--- config.mk ---
export PLATFORM = sky130hd
export DESIGN_NAME = srpa_scan
export DESIGN_NICKNAME = d
export VERILOG_FILES = /design/src/srpa_pkg.sv /design/src/srpa_scan.sv
export SDC_FILE = /design/constraint.sdc
export NUM_CORES = 1
export LEC_CHECK = 0
export BUFFER_PORTS_ARGS = -buffer_cell sky130_fd_sc_hd__buf_2
export CAP_MARGIN = 20
export CORE_MARGIN = 2
export CORE_UTILIZATION = 30
export CTS_CLUSTER_SIZE = 14
export DETAILED_ROUTE_END_ITERATION = 8
export REMOVE_ABC_BUFFERS = 1
export SLEW_MARGIN = 20
export SYNTH_ARGS = -nofsm -noshare
export SYNTH_HDL_FRONTEND = slang
export SYNTH_SLANG_ARGS = --single-unit
export TNS_END_PERCENT = 10
--- constraint.sdc ---
create_clock -name clk -period 7.9 [get_ports clk]
set_clock_uncertainty 0.1 [all_clocks]
set_input_delay 0.395 -clock clk [delete_from_list [all_inputs] [get_ports clk]]
set_output_delay 0.395 -clock clk [all_outputs]
set_load 0.01 [all_outputs]
--- src/srpa_pkg.sv ---
// Shared types and constants of the skyline page allocator.
package srpa_pkg;

  // Field widths fixed by the interface
  localparam int DIM_W      = 10;
  localparam int IDX_OUT_W  = 10;
  localparam int POS_W      = 8;
  localparam int STATUS_W   = 2;
  // Widest page counter supported (1 << 20 pages)
  localparam int PAGE_IDX_W = 20;

  // Command codes
  localparam logic CMD_ALLOC      = 1'b0;
  localparam logic CMD_START_OVER = 1'b1;

  // Result status codes
  localparam logic [STATUS_W-1:0] STATUS_OK        = 2'd0;
  localparam logic [STATUS_W-1:0] STATUS_TOO_LARGE = 2'd1;
  localparam logic [STATUS_W-1:0] STATUS_EXHAUSTED = 2'd2;

  // Sequencer states
  typedef enum logic [3:0] {
    S_INIT,
    S_IDLE,
    S_CHECK,
    S_BWD,
    S_FWD,
    S_DECIDE,
    S_WRITE,
    S_SWEEP,
    S_FIN
  } state_t;

  // Per-read control that travels with the memory read data
  typedef struct packed {
    logic bwd;        // backward pass: build block suffix maxima
    logic fwd;        // forward pass: block prefix maxima and window test
    logic blk_reset;  // first column of a block in pass direction
    logic win_vld;    // a full window ends at this column
  } scan_ctl_t;

endpackage

--- src/srpa_scan.sv ---
// Window-maximum datapath: block suffix/prefix maxima and best-window test.
module srpa_scan #(
  parameter int PAGE_WIDTH  = 256,
  parameter int PAGE_HEIGHT = 256
) (
  input  logic                               clk,
  input  srpa_pkg::scan_ctl_t                ctl,
  input  logic [$clog2(PAGE_WIDTH)-1:0]      idx,
  input  logic [$clog2(PAGE_HEIGHT+1)-1:0]   ht_rd,
  input  logic [$clog2(PAGE_HEIGHT+1)-1:0]   suf_rd,
  input  logic [$clog2(PAGE_HEIGHT+1)-1:0]   best,
  output logic                               suf_we,
  output logic [$clog2(PAGE_WIDTH)-1:0]      suf_addr,
  output logic [$clog2(PAGE_HEIGHT+1)-1:0]   suf_data,
  output logic [$clog2(PAGE_HEIGHT+1)-1:0]   win,
  output logic                               upd
);

  localparam int HW = $clog2(PAGE_HEIGHT + 1);

  logic [HW-1:0] run_max_r;
  logic [HW-1:0] run_max_nxt;
  logic [HW-1:0] cur_max;

  // Running maximum inside the current block, restarted at block edges
  always_comb begin
    if (ctl.blk_reset || (ht_rd > run_max_r)) begin
      cur_max = ht_rd;
    end else begin
      cur_max = run_max_r;
    end
    run_max_nxt = (ctl.bwd || ctl.fwd) ? cur_max : run_max_r;
  end

  always_ff @(posedge clk) begin
    run_max_r <= run_max_nxt;
  end

  // Backward pass stores suffix maxima
  assign suf_we   = ctl.bwd;
  assign suf_addr = idx;
  assign suf_data = cur_max;

  // Window max is suffix of its first column joined with prefix of its last
  assign win = (suf_rd > cur_max) ? suf_rd : cur_max;
  assign upd = ctl.fwd && ctl.win_vld && (win < best);

endmodule

-- Word level (Yosys, flattened, before mapping)
Index checks and enable logic that the tools add are counted.
- shift-type cells: 0
- divide/modulo/power cells: 0
- equal/unequal tests: 0
- reductions and logical operators: 4
- bitwise logic cells: 0
- multiply operators: 0
- order comparisons: 3
- add/subtract/negate cells: 0
- multiplexer cells: 2
- operators by type and width (kind ; count):
    9-bit > comparator ; 2
    9-bit two-way mux ; 2
    9-bit less-than comparator ; 1
    1-bit logical AND ; 2
    1-bit logical OR ; 2
- latch bits: 0
- bits of input ports: 40
- output and inout port bits: 28
- memories: 0
- register bits: 9
- RAM bits: 0
- bits in read-only memories: 0
- word-level logic and storage cells: 10

-- Logic depth before layout (Yosys ltp)
Gate-level depths: netlist of the first run.
- depth after elaboration: 7
- mapped depth: 26
- mapped depth without buffers: 25

-- Worst setup path before layout of the first run
OpenSTA, ideal clock, no wires.
- path kind: flip-flop to output port
- from: register run_max_r[2]
- to: output port upd
- stages on the path, launching flop included: 24
- buffers on the path: 1
- setup slack: 1723 ps
- required time: 7405 ps
- arrival time: 5682 ps
- cells stage by stage: edfxtp_1 > inv_1 > ha_1 > a21oi_2 > o21ai_1 > a2111oi_2 > nor2_1 > buf_2 > o21ai_0 > inv_1 > ha_1 > nand4_1 > or2_2 > o41ai_1 > a31oi_2 > a21oi_4 > mux2_4 > ha_1 > or3_1 > o21ai_0 > a21oi_1 > a311o_1 > a211o_1 > o211ai_1
- cells in the longest elaborated chain, start to end: 7
- ends and longest elaborated chain (item ; RTL line ; RTL):
    from (decl) ; srpa_scan.sv:21 ; logic [HW-1:0] run_max_r;
    from (signal assigned) ; srpa_scan.sv:36 ; run_max_r <= run_max_nxt;
    9-bit > comparator ; srpa_scan.sv:27 ; if (ctl.blk_reset || (ht_rd > run_max_r)) begin
    1-bit logical OR ; srpa_scan.sv:27 ;
    9-bit two-way mux ; srpa_scan.sv:27 ;
    net suf_data[6] ; srpa_scan.sv:14 ; output logic [$clog2(PAGE_HEIGHT+1)-1:0] suf_data,
    9-bit > comparator ; srpa_scan.sv:45 ; assign win = (suf_rd > cur_max) ? suf_rd : cur_max;
    9-bit two-way mux ; srpa_scan.sv:45 ;
    net win[5] ; srpa_scan.sv:15 ; output logic [$clog2(PAGE_HEIGHT+1)-1:0] win,
    9-bit less-than comparator ; srpa_scan.sv:46 ; assign upd = ctl.fwd && ctl.win_vld && (win < best);
    1-bit logical AND ; srpa_scan.sv:46 ;
    to (decl) ; srpa_scan.sv:16 ; output logic upd
The timed path passes the listed nets, and every way through them passes these cells.

-- Worst setup path after layout of the first run
- from: register run_max_r[2]
- to: output port upd
- cells in the longest elaborated chain, start to end: 7
- ends and longest elaborated chain (item ; RTL line):
    9-bit > comparator ; srpa_scan.sv:27
    1-bit logical OR ; srpa_scan.sv:27
    9-bit two-way mux (*) ; srpa_scan.sv:27
    9-bit > comparator ; srpa_scan.sv:45
    9-bit two-way mux (*) ; srpa_scan.sv:45
    9-bit less-than comparator (*) ; srpa_scan.sv:46
    1-bit logical AND (*) ; srpa_scan.sv:46
Every way passes the cells marked *; elsewhere a longest branch is shown, timed or not.

==> run metrics, run 1 <==
initial DRC count=58; critical path arrival=6.44 ns; CP cell instances=inv_1, ha_1, a21oi_2, o21ai_1, a2111oi_2, nor2_1, buf_4, o21ai_0, inv_1, ha_1, nand4_1, or2_2, o41ai_1, a31oi_2, a21oi_4, mux2_4, ha_1, or3_1, o21ai_0, a21oi_1, a311o_1, a211o_1, o211ai_1, buf_2; Slew @ Worst Pin=0.678 ns; Power Density=183 nW/um2; Clock Latency Late Sink=0.23 ns; # rows=25; Hold/Removal Path Class=in2reg; CTS Buffer Depth=2; Syn Inst Count=166; CP most frequent cell=ha_1; Clock transition at path regs=0.05 ns; routed vias=1338; die height=73.0 um; total track usage=14.9%; synth warn=0; XOR/XNOR share of the synthesized area=0%; VDD IR-drop max=0.0000605 V; PostCTS Resize Cnt=0; GRT overflow=0; H-tree levels=1; max cap viols=0; Critical Path RT=7.40 ns; fin area=1730 um2; Max transition margin=54.3%; final setup fails=0; fillcell total=489; Multi-input gate area=985 um2; Setup TNS=0 ns; first-pass GRT wire length=6200 um; IO Pins=68; clk sink count=9; P&R area growth vs syn=21.3%; status=finished clean; Sequential Area=270 um2; Crit path max-delay family=compound AO/OA/AOI/OAI gates; Worst Setup End Kind=output port; fin. max-slew vios=0; endpoints failing hold=0; combinational family with the most area after synthesis=compound AO/OA/AOI/OAI gates; Die Wd=73.0 um; CP Class=reg2out; largest net degree at the start of global routing=17; initial antenna violation count=0; wire per inst=14.4 um; IO buf count=51; via count of the first global-routing pass=1311; Final #Nets=278; antenna-violating nets left=0; RSZ-0062 raised after global routing=false; commonest non-fill, non-tap cell in the layout=buf_2; commonest cells after routing, fill and taps aside=buf_2, inv_1, ha_1, nand2_1, o21ai_0; clock root buffer=clkbuf_8; DP Area=1680 um2; Inserted Diodes=0; Post-Route Utilization=37.2%; max reg flops=9; routability cong.=0.801; simple-gate share of the synthesized area=16.6%; drt total wl=3840 um; flop and latch count out of synthesis=9; post-route clock period utilization=87.8%; Synth Area in Adders=21.9%; die area=5330 um2; fmax=0.144 GHz; Via density=5.03; Post-Syn Area=1430 um2; most common flop cell mapped by yosys=edfxtp_1; slowest stage delay, CP=0.48 ns; Top reg by flops=run_max_r; Period minus WS final=6.94 ns; hpwl dp=3230 um; CTS Buf Count=3; Critical path buffers and inverters=4; crit path max fanout=11; Post-CTS Hold Buffers=0; startpoint type of the worst setup path=flip-flop; pre-CTS WS=1.13 ns; Top Registers=run_max_r: 9 flops; 1st-pass router iterations=4; slowest stage cell on the critical path=a2111oi_2; mux contribution to synthesized area=8.14%; sequential element share of the synthesized area=18.9%; complex-gate fraction of the synthesized area=22.2%; asr flop ratio synth=0%; Setup Buffers After CTS=0; Remaining DRCs=0; core area=4660 um2; leak pwr=0.885 nW; Starting Density=30.7%; Post-synth EDFFs=9; Synth Area per Inst=8.61 um2; share of cells above drive strength 1=35.4%; min setup slack post-route=0.961 ns; Yosys cell types=44; CTS tree=done
-- tightest hold or removal path, delay by kind of cell --
kind                   cells  cell delay [ns]
AND/OR/NAND/NOR            1             0.04
buffers and inverters      1             0.09
AO/OA/AOI/OAI              1             0.17
-- layout make-up --
class,count,area share [%]
multi-input cells,120,56.8
flip-flops and latches,9,15.6
inverters,27,5.85
repair buffers,52,15.2
well taps,54,3.90
clock buffers,3,2.38
clock inverters,1,0.289
-- stage by stage --
step,cells,power [mW],hold slack [ns]
2_1_floorplan,156,0.199,0.630
3_3_place_gp,261,0.260,0.671
3_5_place_dp,261,0.261,0.678
4_1_cts,265,0.319,0.514
5_1_grt,266,0.347,0.560
6_report,266,0.317,0.533
-- cell usage after synthesis, drive strengths merged, types with 2 or more instances --
cell type	number	area share (%)
mux2	8	8.1
nand2	16	4.2
or2	6	2.6
nand4	5	2.2
nor2	5	1.3
edfxtp	9	19
o21ai	14	4.9
a21oi	10	4.6
buf	10	5.1
nor3	2	1.1
and2	2	0.88
a21o	2	1.1
ha	25	22
a211oi	2	1.1
a31oi	2	1.3
nand3	2	0.70
a2111oi	2	1.7
inv	27	7.1
-- cell families after synthesis --
logic type      after synthesis
compound gates               42
fa+ha+maj                    25
buf+inv                      37
flops                         9
mux                           8
simple gates                 45
-- power breakdown --
part | total, mW | switching (mW) | leakage [nW] | internal (mW)
sequential | 0.0661 | 0.00286 | 0.0934 | 0.0632
clock | 0.0551 | 0.0205 | 0.0255 | 0.0346
combinational | 0.196 | 0.111 | 0.766 | 0.0853
total | 0.317 | 0.134 | 0.885 | 0.183
-- routing by layer --
metal	global-route usage [%]	vias to the layer above	wire [um]
met4	3.09	0	38
met5	0	-	0
met1	20.6	595	1770
met3	2.90	2	242
li1	-	688	-
met2	24.1	53	1790
-- final timing paths --
kind,from,endpoint,slack (ns),depth (start not counted)
max,run_max_r[2],upd,0.96,24
min reg2reg,run_max_r[8],run_max_r[8],0.69,2
max reg2reg,run_max_r[2],run_max_r[6],5.10,8
min,ht_rd[5],run_max_r[5],0.53,3
Power figures use the tool's default switching activity.
==> run 2, diff against run 1 <==
--- a/config.mk
+++ b/config.mk
@@ -8,9 +8,10 @@
 export BUFFER_PORTS_ARGS = -buffer_cell sky130_fd_sc_hd__buf_2
 export CAP_MARGIN = 20
 export CORE_MARGIN = 2
-export CORE_UTILIZATION = 30
+export CORE_UTILIZATION = 47
 export CTS_CLUSTER_SIZE = 14
 export DETAILED_ROUTE_END_ITERATION = 8
+export PLACE_DENSITY = 0.81
 export REMOVE_ABC_BUFFERS = 1
 export SLEW_MARGIN = 20
 export SYNTH_ARGS = -nofsm -noshare
==> run 2 against run 1 <==
Hold slack got worse by 0.078 ns. Maximum frequency is 0.82% higher. Non-clock buffer count is 1 lower. Count of clock-buffer cells in the layout unchanged. Critical path depth is 1 lower. Wire length shrank 11%. Core utilization grew 19 points. Power down 5.9%. Final area fell by 2.9%. Sequential share of layout area up 0.46 points. Critical endpoint unchanged. Largest cell class unchanged.
==> run metrics, run 2 (synthesis results as in run 1) <==
Via density=5.60; GRT overflow=0; share of cells above drive strength 1=35.5%; fmax=0.145 GHz; Hold/Removal Path Class=in2reg; Remaining DRCs=0; status=finished clean; CP Class=reg2out; Worst Setup End Kind=output port; VDD IR-drop max=0.0000866 V; hpwl dp=2950 um; Die Wd=59.1 um; Critical Path RT=7.40 ns; Top reg by flops=run_max_r; max cap viols=0; H-tree levels=1; Top Registers=run_max_r: 9 flops; Final #Nets=277; Setup TNS=0 ns; Starting Density=48.0%; max reg flops=9; die area=3500 um2; P&R area growth vs syn=17.8%; Period minus WS final=6.88 ns; core area=2980 um2; RSZ-0062 raised after global routing=false; IO buf count=51; CTS Buf Count=3; Setup Buffers After CTS=0; total track usage=21.2%; final setup fails=0; initial DRC count=31; Power Density=177 nW/um2; commonest non-fill, non-tap cell in the layout=buf_2; IO Pins=68; post-route clock period utilization=87.1%; clk sink count=9; Clock transition at path regs=0.08 ns; wire per inst=14.0 um; clock root buffer=clkbuf_4; startpoint type of the worst setup path=flip-flop; Post-CTS Hold Buffers=0; via count of the first global-routing pass=1321; fin. max-slew vios=0; routed vias=1366; first-pass GRT wire length=5770 um; # rows=20; Clock Latency Late Sink=0.27 ns; initial antenna violation count=0; fillcell total=298; critical path arrival=6.39 ns; 1st-pass router iterations=4; leak pwr=0.873 nW; antenna-violating nets left=0; commonest cells after routing, fill and taps aside=buf_2, inv_1, ha_1, nand2_1, o21ai_0; drt total wl=3420 um; crit path max fanout=16; PostCTS Resize Cnt=0; die height=59.1 um; routability cong.=0.884; CTS Buffer Depth=2; hold slack=0.454 ns; Slew @ Worst Pin=0.595 ns; CTS tree=done; largest net degree at the start of global routing=17; Max transition margin=60.3%; Inserted Diodes=0; endpoints failing hold=0
## run 2: changes by cell type in the layout (fill, tap and decap cells not counted), sizes merged
| cell | previous run | this run |
|---|---|---|
| buf | 52 | 51 |
## run 2: metrics by stage
step	utilization [%]	total power, mW	setup WS [ns]	area (um2)	cells
final	56.5	0.298	1.02	1680	244
after global routing	56.5	0.327	0.495	1680	244
after CTS	56.4	0.299	0.939	1680	244
after detailed placement	55.5	0.259	1.20	1650	240
after global placement	55.5	0.255	1.35	1650	240
after floorplan	-	0.199	1.78	1360	156
## run 2: critical path: stages (launching register included)
cell,delay [ns]
edfxtp_1,0.40
inv_1,0.18
ha_1,0.29
a21oi_2,0.14
o21ai_1,0.10
a2111oi_2,0.50
nor2_2,0.23
o21ai_0,0.48
inv_1,0.10
ha_1,0.32
nand4_1,0.13
or2_2,0.31
o41ai_1,0.44
a31oi_2,0.13
a21oi_4,0.39
mux2_4,0.34
ha_1,0.29
or3_1,0.34
o21ai_0,0.08
a21oi_1,0.08
a311o_1,0.36
a211o_1,0.23
o211ai_1,0.09
buf_2,0.16
## run 2: metal layers
metal  part of all wire (%)  GRT usage (%)  vias up
li1                       -              -      688
met1                     45           27.4      612
met2                     46           36.2       60
met3                    6.9           4.80        6
met4                    1.1           4.55        0
met5                      0              0        -
## run 2: worst paths after layout
kind                start      endpoint  slack [ns]  depth (start not counted)
max          run_max_r[2]           upd        1.02                         23
min              ht_rd[5]  run_max_r[5]        0.45                          3
max reg2reg  run_max_r[2]  run_max_r[6]        5.22                          7
min reg2reg  run_max_r[0]  run_max_r[0]        0.66                          2
## run 2: power breakdown
group	switching [mW]	total (mW)	internal, mW
logic	0.108	0.193	0.0848
registers	0.00242	0.0654	0.0630
clock network	0.0209	0.0397	0.0188
total	0.132	0.298	0.167
## run 2: final cells by class
class                           count  area, um2  area share [%]
Clock buffer                        3       22.5            1.34
Clock inverter                      1       5.00           0.297
Inverter                           27        101            6.02
Multi-Input combinational cell    120        987            58.7
Sequential cell                     9        270            16.1
Tap cell                           33       41.3            2.45
Timing Repair Buffer               51        255            15.2
